File: config.mk
export PLATFORM = sky130hd
export DESIGN_NAME = sof_frame_deframer_xor_check
export DESIGN_NICKNAME = d
export VERILOG_FILES = /design/src/design/sofd_pkg.sv /design/src/design/sofd_parser.sv /design/src/design/sof_frame_deframer_xor_check.sv
export SDC_FILE = /design/constraint.sdc
export NUM_CORES = 1
export LEC_CHECK = 0
export ABC_AREA = 1
export BUFFER_PORTS_ARGS = -buffer_cell sky130_fd_sc_hd__buf_2
export CAP_MARGIN = 20
export CORE_ASPECT_RATIO = 1.4
export CORE_UTILIZATION = 31
export DETAILED_ROUTE_END_ITERATION = 12
export MAX_ROUTING_LAYER = met4
export SKIP_LAST_GASP = 1
export SYNTH_ARGS = -nofsm -noshare
export SYNTH_HDL_FRONTEND = slang
export SYNTH_SLANG_ARGS = --single-unit
File: constraint.sdc
create_clock -name clk -period 8.77 [get_ports clk]
set_input_delay 0.877 -clock clk [delete_from_list [all_inputs] [get_ports clk]]
set_output_delay 0.877 -clock clk [all_outputs]
set_load 0.02 [all_outputs]
File: src/design/sofd_pkg.sv
// ----------------------------------------------------------------------------
// sofd_pkg
// Shared types and constants for the start-of-frame deframer: parse phases,
// result codes, register indexes, reset values and the word bundles that
// pass between the top level and the parser.
// ----------------------------------------------------------------------------
package sofd_pkg;

	// Parse phases; codes above the payload phase behave as hunt
	typedef enum logic [3:0] {
		PH_HUNT = 4'd0,
		PH_DEST = 4'd1,
		PH_SRC  = 4'd2,
		PH_TYPE = 4'd3,
		PH_SUB  = 4'd4,
		PH_SEQ  = 4'd5,
		PH_LEN  = 4'd6,
		PH_CSUM = 4'd7,
		PH_DATA = 4'd8
	} phase_t;

	// Result kinds
	localparam logic [1:0] KIND_IGNORED = 2'd0;
	localparam logic [1:0] KIND_FRAMING = 2'd1;
	localparam logic [1:0] KIND_PAYLOAD = 2'd2;
	localparam logic [1:0] KIND_TICK    = 2'd3;

	// Frame status codes
	localparam logic [2:0] ST_NONE    = 3'd0;
	localparam logic [2:0] ST_GOOD    = 3'd1;
	localparam logic [2:0] ST_BAD_SUM = 3'd2;
	localparam logic [2:0] ST_LEN_REJ = 3'd3;
	localparam logic [2:0] ST_TIMEOUT = 3'd4;

	// Input word kinds
	localparam logic FUNC_BYTE = 1'b0;
	localparam logic FUNC_TICK = 1'b1;

	// Register indexes
	localparam int unsigned CFG_IDX_W = 2;
	localparam logic [CFG_IDX_W-1:0] CFG_START   = 2'd0;
	localparam logic [CFG_IDX_W-1:0] CFG_MAX_PAY = 2'd1;
	localparam logic [CFG_IDX_W-1:0] CFG_TIMEOUT = 2'd2;
	localparam int unsigned CFG_DATA_W = 16;

	// Register reset values
	localparam logic [7:0]  START_BYTE_RST  = 8'd239;
	localparam logic [7:0]  MAX_PAYLOAD_RST = 8'd64;
	localparam logic [15:0] TIMEOUT_RST     = 16'd100;

	// Last byte position of a four-byte address
	localparam logic [7:0] ADDR_LAST = 8'd3;

	typedef struct packed {
		logic [7:0]  start_byte;
		logic [7:0]  max_payload;
		logic [15:0] rx_timeout_ticks;
	} cfg_t;

	typedef struct packed {
		logic [1:0]  result_kind;
		logic [7:0]  payload_byte;
		logic [7:0]  payload_index;
		logic [2:0]  frame_status;
		logic [31:0] dest_addr;
		logic [31:0] source_addr;
		logic [7:0]  frame_type;
		logic [7:0]  frame_subtype;
		logic [7:0]  sequence_res;
		logic [7:0]  payload_len;
		logic [7:0]  checksum_rx;
	} res_t;

endpackage

File: src/design/sofd_parser.sv
// ----------------------------------------------------------------------------
// sofd_parser
// Frame parse state and the single-pass update for one word: phase walk,
// header capture, running XOR, receive timer and the result word.
// ----------------------------------------------------------------------------
module sofd_parser (
	input  logic                clk,
	input  logic                arst_n,
	input  logic                step,
	input  logic                func,
	input  logic [7:0]          rx_byte,
	input  sofd_pkg::cfg_t      cfg,
	output sofd_pkg::res_t      res
);

	sofd_pkg::phase_t phase_q, phase_d;
	logic [7:0]  cnt_q, cnt_d;
	logic [7:0]  xor_q, xor_d;
	logic [31:0] dest_q, dest_d;
	logic [31:0] src_q, src_d;
	logic [7:0]  type_q, type_d;
	logic [7:0]  sub_q, sub_d;
	logic [7:0]  seq_q, seq_d;
	logic [7:0]  len_q, len_d;
	logic [7:0]  csum_q, csum_d;
	logic [15:0] tmo_q, tmo_d;
	logic        timer_q, timer_d;

	logic [7:0]  cnt_inc;
	logic [15:0] tmo_inc;
	logic        timed_out;
	logic        addr_done;
	logic        data_last;
	logic        len_bad;
	logic        is_start;
	logic [1:0]  kind;
	logic [2:0]  status;
	logic [7:0]  pbyte;
	logic [7:0]  pidx;
	logic        show;

	// Shared increments and compares
	assign cnt_inc   = cnt_q + 8'd1;
	assign tmo_inc   = (tmo_q == 16'hFFFF) ? tmo_q : tmo_q + 16'd1;
	assign timed_out = (tmo_inc >= cfg.rx_timeout_ticks);
	assign addr_done = (cnt_q >= sofd_pkg::ADDR_LAST);
	assign data_last = (cnt_inc == len_q);
	assign len_bad   = (rx_byte > cfg.max_payload);
	assign is_start  = (rx_byte == cfg.start_byte);

	// Next phase
	always_comb begin
		phase_d = phase_q;
		if (func == sofd_pkg::FUNC_TICK) begin
			if (timer_q && timed_out) begin
				phase_d = sofd_pkg::PH_HUNT;
			end
		end else begin
			case (phase_q)
				sofd_pkg::PH_DEST: if (addr_done) phase_d = sofd_pkg::PH_SRC;
				sofd_pkg::PH_SRC:  if (addr_done) phase_d = sofd_pkg::PH_TYPE;
				sofd_pkg::PH_TYPE: phase_d = sofd_pkg::PH_SUB;
				sofd_pkg::PH_SUB:  phase_d = sofd_pkg::PH_SEQ;
				sofd_pkg::PH_SEQ:  phase_d = sofd_pkg::PH_LEN;
				sofd_pkg::PH_LEN: begin
					phase_d = len_bad ? sofd_pkg::PH_HUNT : sofd_pkg::PH_CSUM;
				end
				sofd_pkg::PH_CSUM: begin
					phase_d = (len_q != 8'd0) ? sofd_pkg::PH_DATA : sofd_pkg::PH_HUNT;
				end
				sofd_pkg::PH_DATA: if (data_last) phase_d = sofd_pkg::PH_HUNT;
				default: begin
					phase_d = is_start ? sofd_pkg::PH_DEST : sofd_pkg::PH_HUNT;
				end
			endcase
		end
	end

	// Datapath and result for the current word
	always_comb begin
		cnt_d   = cnt_q;
		xor_d   = xor_q;
		dest_d  = dest_q;
		src_d   = src_q;
		type_d  = type_q;
		sub_d   = sub_q;
		seq_d   = seq_q;
		len_d   = len_q;
		csum_d  = csum_q;
		tmo_d   = tmo_q;
		timer_d = timer_q;
		kind    = sofd_pkg::KIND_FRAMING;
		status  = sofd_pkg::ST_NONE;
		pbyte   = 8'd0;
		pidx    = 8'd0;
		if (func == sofd_pkg::FUNC_TICK) begin
			kind = sofd_pkg::KIND_TICK;
			if (timer_q) begin
				tmo_d = tmo_inc;
				if (timed_out) begin
					timer_d = 1'b0;
					status  = sofd_pkg::ST_TIMEOUT;
				end
			end
		end else begin
			case (phase_q)
				sofd_pkg::PH_DEST: begin
					dest_d = {dest_q[23:0], rx_byte};
					xor_d  = xor_q ^ rx_byte;
					cnt_d  = addr_done ? 8'd0 : cnt_inc;
				end
				sofd_pkg::PH_SRC: begin
					src_d = {src_q[23:0], rx_byte};
					xor_d = xor_q ^ rx_byte;
					cnt_d = addr_done ? 8'd0 : cnt_inc;
				end
				sofd_pkg::PH_TYPE: begin
					type_d = rx_byte;
					xor_d  = xor_q ^ rx_byte;
				end
				sofd_pkg::PH_SUB: begin
					sub_d = rx_byte;
					xor_d = xor_q ^ rx_byte;
				end
				sofd_pkg::PH_SEQ: begin
					seq_d = rx_byte;
					xor_d = xor_q ^ rx_byte;
				end
				sofd_pkg::PH_LEN: begin
					len_d = rx_byte;
					xor_d = xor_q ^ rx_byte;
					if (len_bad) begin
						timer_d = 1'b0;
						status  = sofd_pkg::ST_LEN_REJ;
					end
				end
				sofd_pkg::PH_CSUM: begin
					csum_d = rx_byte;
					if (len_q != 8'd0) begin
						cnt_d = 8'd0;
					end else begin
						// Empty payload: frame ends on the checksum byte
						timer_d = 1'b0;
						status  = (xor_q == rx_byte) ? sofd_pkg::ST_GOOD
						                             : sofd_pkg::ST_BAD_SUM;
					end
				end
				sofd_pkg::PH_DATA: begin
					xor_d = xor_q ^ rx_byte;
					cnt_d = cnt_inc;
					kind  = sofd_pkg::KIND_PAYLOAD;
					pbyte = rx_byte;
					pidx  = cnt_q;
					if (data_last) begin
						timer_d = 1'b0;
						status  = ((xor_q ^ rx_byte) == csum_q) ? sofd_pkg::ST_GOOD
						                                        : sofd_pkg::ST_BAD_SUM;
					end
				end
				default: begin
					if (is_start) begin
						// Start byte: clear holds, seed checksum, restart timer
						dest_d  = 32'd0;
						src_d   = 32'd0;
						type_d  = 8'd0;
						sub_d   = 8'd0;
						seq_d   = 8'd0;
						len_d   = 8'd0;
						csum_d  = 8'd0;
						xor_d   = rx_byte;
						cnt_d   = 8'd0;
						tmo_d   = 16'd0;
						timer_d = 1'b1;
					end else begin
						kind = sofd_pkg::KIND_IGNORED;
					end
				end
			endcase
		end
	end

	// Build the result word; holds show only with a frame status
	assign show = (status != sofd_pkg::ST_NONE);

	always_comb begin
		res.result_kind   = kind;
		res.payload_byte  = pbyte;
		res.payload_index = pidx;
		res.frame_status  = status;
		res.dest_addr     = show ? dest_d : 32'd0;
		res.source_addr   = show ? src_d  : 32'd0;
		res.frame_type    = show ? type_d : 8'd0;
		res.frame_subtype = show ? sub_d  : 8'd0;
		res.sequence_res  = show ? seq_d  : 8'd0;
		res.payload_len   = show ? len_d  : 8'd0;
		res.checksum_rx   = show ? csum_d : 8'd0;
	end

	// Commit state when the word moves to the output register
	always_ff @(posedge clk or negedge arst_n) begin
		if (!arst_n) begin
			phase_q <= sofd_pkg::PH_HUNT;
			cnt_q   <= 8'd0;
			xor_q   <= 8'd0;
			dest_q  <= 32'd0;
			src_q   <= 32'd0;
			type_q  <= 8'd0;
			sub_q   <= 8'd0;
			seq_q   <= 8'd0;
			len_q   <= 8'd0;
			csum_q  <= 8'd0;
			tmo_q   <= 16'd0;
			timer_q <= 1'b0;
		end else if (step) begin
			phase_q <= phase_d;
			cnt_q   <= cnt_d;
			xor_q   <= xor_d;
			dest_q  <= dest_d;
			src_q   <= src_d;
			type_q  <= type_d;
			sub_q   <= sub_d;
			seq_q   <= seq_d;
			len_q   <= len_d;
			csum_q  <= csum_d;
			tmo_q   <= tmo_d;
			timer_q <= timer_d;
		end
	end

endmodule

File: src/design/sof_frame_deframer_xor_check.sv
// ----------------------------------------------------------------------------
// sof_frame_deframer_xor_check
// Receive deframer with start byte, length field and XOR checksum.
//
// Input channel (in_valid/in_ready): one word per byte or timer tick; func
// selects which, rx_byte carries the received byte.
// Output channel (out_valid/out_ready): exactly one result word per input
// word, in order: kind, streamed payload byte with its index, and at frame
// end the status together with the captured header fields.
// Configuration: cfg_we writes cfg_wdata to register cfg_index (0 start
// byte, 1 largest length, 2 timeout ticks); write only while idle.
// Path: a word accepted into the input register is parsed combinationally and
// its result is registered in the output register once that register is free
// or being read. Throughput: one word per cycle while the sink keeps out_ready
// high, set by the combinational parser update between the two registers.
// Reset: parser returns to hunt, timer stops, registers take their defaults.
// Stall: the output register holds its word while out_ready is low; one more
// word waits in the input register, after which in_ready drops.
// ----------------------------------------------------------------------------
module sof_frame_deframer_xor_check (
	input  logic                                clk,
	input  logic                                arst_n,
	input  logic                                in_valid,
	output logic                                in_ready,
	input  logic                                func,
	input  logic [7:0]                          rx_byte,
	output logic                                out_valid,
	input  logic                                out_ready,
	output logic [1:0]                          result_kind,
	output logic [7:0]                          payload_byte,
	output logic [7:0]                          payload_index,
	output logic [2:0]                          frame_status,
	output logic [31:0]                         dest_addr,
	output logic [31:0]                         source_addr,
	output logic [7:0]                          frame_type,
	output logic [7:0]                          frame_subtype,
	output logic [7:0]                          sequence_res,
	output logic [7:0]                          payload_len,
	output logic [7:0]                          checksum_rx,
	input  logic                                cfg_we,
	input  logic [sofd_pkg::CFG_IDX_W-1:0]      cfg_index,
	input  logic [sofd_pkg::CFG_DATA_W-1:0]     cfg_wdata
);

	sofd_pkg::cfg_t cfg_q;
	logic           valid_s1;
	logic           func_s1;
	logic [7:0]     byte_s1;
	logic           advance;
	logic           out_valid_q;
	sofd_pkg::res_t res_d;
	sofd_pkg::res_t res_q;

	// Configuration registers
	always_ff @(posedge clk or negedge arst_n) begin
		if (!arst_n) begin
			cfg_q.start_byte       <= sofd_pkg::START_BYTE_RST;
			cfg_q.max_payload      <= sofd_pkg::MAX_PAYLOAD_RST;
			cfg_q.rx_timeout_ticks <= sofd_pkg::TIMEOUT_RST;
		end else if (cfg_we) begin
			case (cfg_index)
				sofd_pkg::CFG_START:   cfg_q.start_byte       <= cfg_wdata[7:0];
				sofd_pkg::CFG_MAX_PAY: cfg_q.max_payload      <= cfg_wdata[7:0];
				sofd_pkg::CFG_TIMEOUT: cfg_q.rx_timeout_ticks <= cfg_wdata;
				default: ;
			endcase
		end
	end

	// Move a word from the input register when the output register frees up
	assign advance  = valid_s1 && (!out_valid_q || out_ready);
	assign in_ready = !valid_s1 || advance;

	// Input register
	always_ff @(posedge clk or negedge arst_n) begin
		if (!arst_n) begin
			valid_s1 <= 1'b0;
		end else if (in_valid && in_ready) begin
			valid_s1 <= 1'b1;
		end else if (advance) begin
			valid_s1 <= 1'b0;
		end
	end

	always_ff @(posedge clk) begin
		if (in_valid && in_ready) begin
			func_s1 <= func;
			byte_s1 <= rx_byte;
		end
	end

	sofd_parser u_parser (
		.clk     (clk),
		.arst_n  (arst_n),
		.step    (advance),
		.func    (func_s1),
		.rx_byte (byte_s1),
		.cfg     (cfg_q),
		.res     (res_d)
	);

	// Output register
	always_ff @(posedge clk or negedge arst_n) begin
		if (!arst_n) begin
			out_valid_q <= 1'b0;
		end else if (advance) begin
			out_valid_q <= 1'b1;
		end else if (out_ready) begin
			out_valid_q <= 1'b0;
		end
	end

	always_ff @(posedge clk) begin
		if (advance) begin
			res_q <= res_d;
		end
	end

	assign out_valid     = out_valid_q;
	assign result_kind   = res_q.result_kind;
	assign payload_byte  = res_q.payload_byte;
	assign payload_index = res_q.payload_index;
	assign frame_status  = res_q.frame_status;
	assign dest_addr     = res_q.dest_addr;
	assign source_addr   = res_q.source_addr;
	assign frame_type    = res_q.frame_type;
	assign frame_subtype = res_q.frame_subtype;
	assign sequence_res  = res_q.sequence_res;
	assign payload_len   = res_q.payload_len;
	assign checksum_rx   = res_q.checksum_rx;

	// Input back-pressure only when both registers hold a word and the sink stalls
	assert property (@(posedge clk) disable iff (!arst_n)
		!in_ready |-> (valid_s1 && out_valid_q && !out_ready))
		else $error("in_ready low without a full pipeline and a stalled sink");

	// A rejected length is reported on the length byte itself
	assert property (@(posedge clk) disable iff (!arst_n)
		(out_valid && frame_status == sofd_pkg::ST_LEN_REJ)
		|-> (result_kind == sofd_pkg::KIND_FRAMING && checksum_rx == 8'd0))
		else $error("length reject reported on wrong word kind");

	// A timeout is only ever reported on a tick
	assert property (@(posedge clk) disable iff (!arst_n)
		(out_valid && frame_status == sofd_pkg::ST_TIMEOUT)
		|-> (result_kind == sofd_pkg::KIND_TICK))
		else $error("timeout reported on a received byte");

	// Payload fields stay zero outside payload words
	assert property (@(posedge clk) disable iff (!arst_n)
		(out_valid && result_kind != sofd_pkg::KIND_PAYLOAD)
		|-> (payload_byte == 8'd0 && payload_index == 8'd0))
		else $error("payload fields set on a non-payload word");

endmodule

==> results of run 1 <==
state kept, by name, summed over array words and instances (netlist names), 16 cells and up:
name,flops
cfg_q,32
u_parser.tmo_q,16
u_parser.dest_q,32
source_addr,32
dest_addr,32
u_parser.src_q,32
cell type report:
class,count,area [sq um]
multi-input cells,1043,4930
flip-flops and latches,309,8420
fillers,4801,29900
clock buffers,48,923
well taps,624,781
inverters,322,1220
clock inverters,14,144
repair buffers,165,870
per-stage QoR:
stage,util,total power [W],setup WS (ns)
2_1_floorplan,-,0.00284,2.91
3_3_place_gp,0.343,0.00319,4.45
3_5_place_dp,0.343,0.00321,4.32
4_1_cts,0.366,0.00463,4.28
5_1_grt,0.366,0.00489,3.76
6_report,0.366,0.00459,4.32
cells by family (layout without fill, tap and decap cells):
| group | Yosys count | count (layout) | share of synthesized area |
|---|---|---|---|
| XOR/XNOR | 17 | 17 | 0.0100 |
| AO/OA/AOI/OAI | 298 | 298 | 0.111 |
| buffers and inverters | 381 | 549 | 0.101 |
| AND/OR/NAND/NOR | 702 | 702 | 0.188 |
| adder cells (fa/ha/maj) | 26 | 26 | 0.0219 |
| flip-flops | 309 | 309 | 0.567 |
layout by cell type (no fill, tap or decap), types with 2 or more instances in the layout:
cell type and n:
nand3_1 45, clkbuf_1 12, nand2_2 5, edfxtp_1 134, a21oi_2 2, inv_6 4, buf_2 157, nand2_1 524
nand4_1 17, nor4_1 3, xor2_1 9, inv_2 31, a21oi_1 33, dfrtp_1 164, nor2_2 5, clkinv_1 4
ha_1 26, clkbuf_8 2, o21bai_1 2, nor2_1 90, o211ai_1 8, inv_1 288, dfstp_2 11, clkbuf_16 34
clkinv_2 5, nor3_1 9, xnor2_1 8, o21ai_1 25, o21ai_0 137, buf_4 6, o22ai_1 88, bufinv_16 2
metal layers:
layer,vias up,global-route usage
met5,-,-
li1,5838,-
met2,319,0.290
met1,5616,0.193
met3,95,0.0234
met4,0,0.0735
cells in the mapped netlist (26+ instances only):
cell type	instances	area (sq um)
a21oi_1	33	165
clkbuf_1	37	139
dfrtp_1	164	4100
edfxtp_1	134	4020
ha_1	26	325
inv_1	289	1080
inv_2	31	116
nand2_1	525	1970
nand3_1	45	225
nor2_1	90	338
o21ai_0	137	686
o22ai_1	88	551
power groups by stage:
| stage | registers (W) | clock network [W] | logic [W] |
|---|---|---|---|
| detailed placement | 0.00196 | 0 | 0.00125 |
| global placement | 0.00195 | 0 | 0.00124 |
| floorplan | 0.00201 | 0 | 0.000824 |
| finish | 0.00193 | 0.00139 | 0.00126 |
| global route | 0.00196 | 0.00150 | 0.00143 |
| CTS | 0.00193 | 0.00143 | 0.00126 |
critical path, cell delays in order, from the launching register on:
cell,delay [ns]
dfrtp_1,0.39
ha_1,0.20
nand2_1,0.08
nor2_1,0.09
nand2_1,0.11
nor2_1,0.20
nand4_1,0.32
inv_1,0.20
nor2_1,0.08
xor2_1,0.17
inv_1,0.07
ha_1,0.27
nand2_1,0.05
nor4_1,0.35
nand3_1,0.12
nand3_1,0.15
nand2_1,0.14
nand3_4,0.35
buf_4,0.71
nand2_1,0.17
inv_2,0.08
path summary, 6_finish.rpt:
check,start,endpoint,slack [ns]
min,arst_n,u_parser.len_q[4],0.33
min in group clk,u_parser.dest_q[26],u_parser.dest_q[26],0.47
min reg2reg,u_parser.dest_q[26],u_parser.dest_q[26],0.47
max in group asynchronous,arst_n,u_parser.src_q[18],7.16
max reg2reg,u_parser.tmo_q[1],dest_addr[0],4.32
max,u_parser.tmo_q[1],dest_addr[0],4.32
==> flow_metrics.py, run 1 <==
metrics = {
    "placement": {
        "port_buffers": 158,
        "dp_cells": 2462,
        "place.gp.congestion": 0.885,
        "dpl-instance-area_sq_mm": 0.0162,
        "dp_hpwl_um": 27500,
    },
    "floorplan": {
        "coreArea_sq_mm": 0.0472,
        "die-height_um": 261,
        "start_util": 0.315,
        "die_area_sq_mm": 0.0488,
        "die_w_um": 187,
        "pin_count": 159,
        "rows": 94,
    },
    "detailed_routing": {
        "vias": 11900,
        "first_pass_iters": 5,
        "wl_met3_um": 1840,
        "avgViaCountPerCell": 4.70,
        "dr.max_layer_used": "met4",
        "routed-wl-met2_um": 19900,
        "drc_errors": 0,
        "wl_per_cell_um": 15.7,
        "ant_nets": 0,
        "drtIter0Drc": 1003,
        "routed_wl_um": 39700,
        "wl_met1_um": 16300,
    },
    "global_routing": {
        "grt_usage": 0.167,
        "grt_max_degree": 194,
        "grt_pass1_vias": 11500,
        "grt_pass1_wl_um": 62300,
        "antenna_found_initial": 0,
        "grt_overflow": 0,
    },
    "run": {
        "maxCapViolations": 0,
    },
    "logic_synthesis": {
        "syn_avg_cell_area_sq_um": 8.56,
        "synthesis.nets": 1791,
        "seq_area_frac_synth": 0.567,
        "synth_edf_count": 134,
        "syn_area_sq_mm": 0.0148,
        "postSynthCellCount": 1733,
        "async_reset_ff_frac": 0.566,
        "synth_flop_cell": "dfrtp_1",
        "ys_types": 35,
        "synth_warnings": 0,
        "synth-seq-cells": 309,
    },
    "critical_path": {
        "worstPathArrival_ns": 4.84,
        "rr_worst_depth": 20,
        "endpoint_kind": "register",
        "worstSetupStartpointType": "register",
        "critPathRequiredTime_ns": 9.16,
        "critical_path_class": "register to register",
        "cp_max_fo": 74,
    },
    "sta": {
        "whs_ns": 0.332,
        "worst-slew-pin-transition_ns": 1.09,
        "setup-tns-final_ns": 0,
        "period_share": 0.507,
        "fmax_mhz": 225,
        "clock_skew_ns": 0.0274,
        "slew_violations": 0,
        "finalSetupViolations": 0,
        "hold_violations": 0,
        "rsz0062_at_grt": "false",
        "layout_min_cycle_time_ns": 4.45,
        "slew_headroom": 0.270,
    },
    "clock_network": {
        "clk_pin_slew_worst_paths_ns": 0.06,
        "cts_root_buffer": "clkbuf_16",
        "cts.sinks": 309,
        "cts_tree": "done",
        "htreeDepth": 2,
        "cts.repair.resized": 0,
        "clock_latency_ns": 0.53,
        "postCtsHoldBufs": 0,
        "postCtsSetupRepairBufs": 0,
        "cts_max_path_buffers": 3,
        "numCtsBuffers": 34,
    },
    "pwr": {
        "combPwrFrac": 0.275,
        "clockPowerShare": 0.304,
        "power_density_mw_per_mm2": 265,
        "internal_power_w": 0.00298,
        "switchingPower_w": 0.00161,
        "power_frac_seq": 0.421,
        "ir_drop_uv": 148,
        "p_sw_frac": 0.350,
        "cellLeakagePower_nw": 8.63,
    },
    "run_status": {
        "status": "finished, final reports clean",
    },
    "worst_hold_path": {
        "hold_path_class": "primary input to asynchronous set/reset pin",
    },
    "cells_and_area": {
        "drive_gt1_frac": 0.144,
        "layout.nets": 1933,
        "num_antenna_cells": 0,
        "design_area_sq_mm": 0.0173,
        "area_delta_synth_final_pct": 16.4,
        "stdcell_count": 2525,
    },
}
No activity file was read; power rests on OpenSTA's default activity.
==> run 2: changes to the inputs <==
==> constraint.sdc (replaced) <==
create_clock -name clk -period 3.65 [get_ports clk]
set_input_delay 0.365 -clock clk [delete_from_list [all_inputs] [get_ports clk]]
set_output_delay 0.365 -clock clk [all_outputs]
set_load 0.02 [all_outputs]
==> flow_metrics.py, run 2 (same netlist as run 1, synthesis figures left out) <==
metrics = {
    "clock_network": {
        "cts_max_path_buffers": 3,
        "cts_tree": "done",
        "cts.sinks": 309,
        "clk_pin_slew_worst_paths_ns": 0.06,
        "cts_root_buffer": "clkbuf_16",
        "htreeDepth": 2,
        "numCtsBuffers": 35,
        "clock_latency_ns": 0.53,
    },
    "cells_and_area": {
        "ff_latch_area_sq_mm": 0.00842,
        "drive_gt1_frac": 0.185,
        "area_delta_synth_final_pct": 22.2,
        "layout.nets": 1973,
        "post-route-util": 0.385,
        "final_cell_mix": "499 x nand2_1, 282 x inv_1, 164 x dfrtp_1, 157 x buf_2",
        "num_antenna_cells": 0,
        "multi_input_area_sq_mm": 0.00518,
        "n_fill_cell": 4752,
        "layout.cells.most_common": "nand2_1",
    },
    "placement": {
        "place.gp.congestion": 0.889,
        "dp_hpwl_um": 27000,
        "port_buffers": 158,
        "dp_slack_ns": -0.00219,
    },
    "global_routing": {
        "grt_max_degree": 181,
        "antenna_found_initial": 0,
        "grt_pass1_vias": 11700,
        "grt_pass1_wl_um": 62100,
        "grt_overflow": 0,
        "grt_usage": 0.165,
    },
    "critical_path": {
        "rr_worst_depth": 21,
        "worstPathArrival_ns": 3.77,
        "cp_max_fo": 6,
        "rr_endpoint": "source_addr[3]",
        "critical_path_class": "register to register",
        "endpoint_kind": "register",
        "r2r_start": "u_parser.tmo_q[1]",
        "worstSetupStartpointType": "register",
        "reg2reg_slack_ns": 0.17,
        "critPathRequiredTime_ns": 3.94,
    },
    "worst_hold_path": {
        "holdPathStages": 1,
        "hold_path_class": "primary input to register",
        "whs_endpoint": "byte_s1[0]",
        "min_from": "rx_byte[0]",
    },
    "run": {
        "maxCapViolations": 0,
    },
    "sta": {
        "setup-tns-final_ns": 0,
        "slew_violations": 0,
        "clock_skew_ns": 0.0185,
        "whs_ns": 0.0168,
        "finalSetupViolations": 0,
        "layout_min_cycle_time_ns": 3.48,
        "period_share": 0.953,
        "slew_headroom": 0.336,
        "timing.final.ws_setup_ns": 0.171,
        "worst-slew-pin-transition_ns": 0.996,
        "fmax_mhz": 287,
        "rsz0062_at_grt": "true",
        "hold_violations": 0,
    },
    "floorplan": {
        "coreArea_sq_mm": 0.0472,
        "start_util": 0.315,
        "die_area_sq_mm": 0.0488,
        "pin_count": 159,
        "rows": 94,
        "die-height_um": 261,
        "die_w_um": 187,
    },
    "detailed_routing": {
        "routed_wl_um": 40600,
        "avgViaCountPerCell": 4.69,
        "first_pass_iters": 6,
        "wl_per_cell_um": 15.8,
        "drtIter0Drc": 827,
        "vias": 12000,
        "ant_nets": 0,
        "drc_errors": 0,
    },
    "pwr": {
        "power_density_mw_per_mm2": 629,
        "cellLeakagePower_nw": 9.04,
        "ir_drop_uv": 292,
    },
    "run_status": {
        "status": "finished, final reports clean",
    },
}
run 2: worst max path at each step:
| stage | from | endpoint |
|---|---|---|
| floorplan | out_valid | checksum_rx[0] |
| global placement | u_parser.tmo_q[1] | dest_addr[6] |
| detailed placement | u_parser.tmo_q[2] | dest_addr[14] |
| CTS | u_parser.tmo_q[1] | dest_addr[14] |
| global route | u_parser.tmo_q[1] | source_addr[3] |
| finish | u_parser.tmo_q[1] | source_addr[3] |
run 2: metrics by stage:
| step | area (sq um) | power [W] | std cells |
|---|---|---|---|
| detailed placement | 16400 | 0.00771 | 2477 |
| global route | 18100 | 0.0121 | 2566 |
| CTS | 17600 | 0.0113 | 2550 |
| global placement | 16400 | 0.00765 | 2477 |
| finish | 18100 | 0.0114 | 2566 |
| floorplan | 14800 | 0.00680 | 1733 |
run 2: final cells by class:
cell class	count	share of cell area
Clock inverter	14	0.00780
Multi-Input combinational cell	1043	0.286
Inverter	322	0.0671
Sequential cell	309	0.464
Timing Repair Buffer	204	0.0771
Clock buffer	50	0.0553
Tap cell	624	0.0430
run 2: worst max-delay path: stages (launching register included):
cell and delay, ns:
dfrtp_1 0.38, ha_2 0.22, nand2_2 0.06, nor2_1 0.10, nand2_1 0.09, nor2_2 0.13, nand4_1 0.20, buf_4 0.20
buf_6 0.12, nand2_4 0.07, xor2_4 0.22, ha_4 0.24, a21oi_2 0.12, o21ai_2 0.07, a21oi_2 0.17, nand3_2 0.14
nand2_4 0.12, nand3_4 0.10, clkbuf_16 0.20, clkbuf_16 0.17, nand2_1 0.07, inv_1 0.04
run 2: routing by layer:
metal	track usage	up-vias	part of all wire
met5	-	-	0
met4	0.0649	0	0.037
met3	0.0234	84	0.048
met2	0.286	348	0.51
met1	0.193	5683	0.40
li1	-	5907	-
run 2: power by group:
group          internal (W)  leakage, nW  total, W  switching, W
sequential          0.00431         3.58   0.00464      0.000327
combinational       0.00105         4.91   0.00325       0.00219
clock               0.00207        0.547   0.00351       0.00144
total               0.00743         9.04    0.0114       0.00396
run 2: repair_timing:
action	in CTS	in global routing
hold endpoints to repair	23	0
resized for setup	2	68
setup buffers	0	7
setup endpoints to repair	34	108
hold buffers	9	0
pin swaps	0	23
cloned	0	9
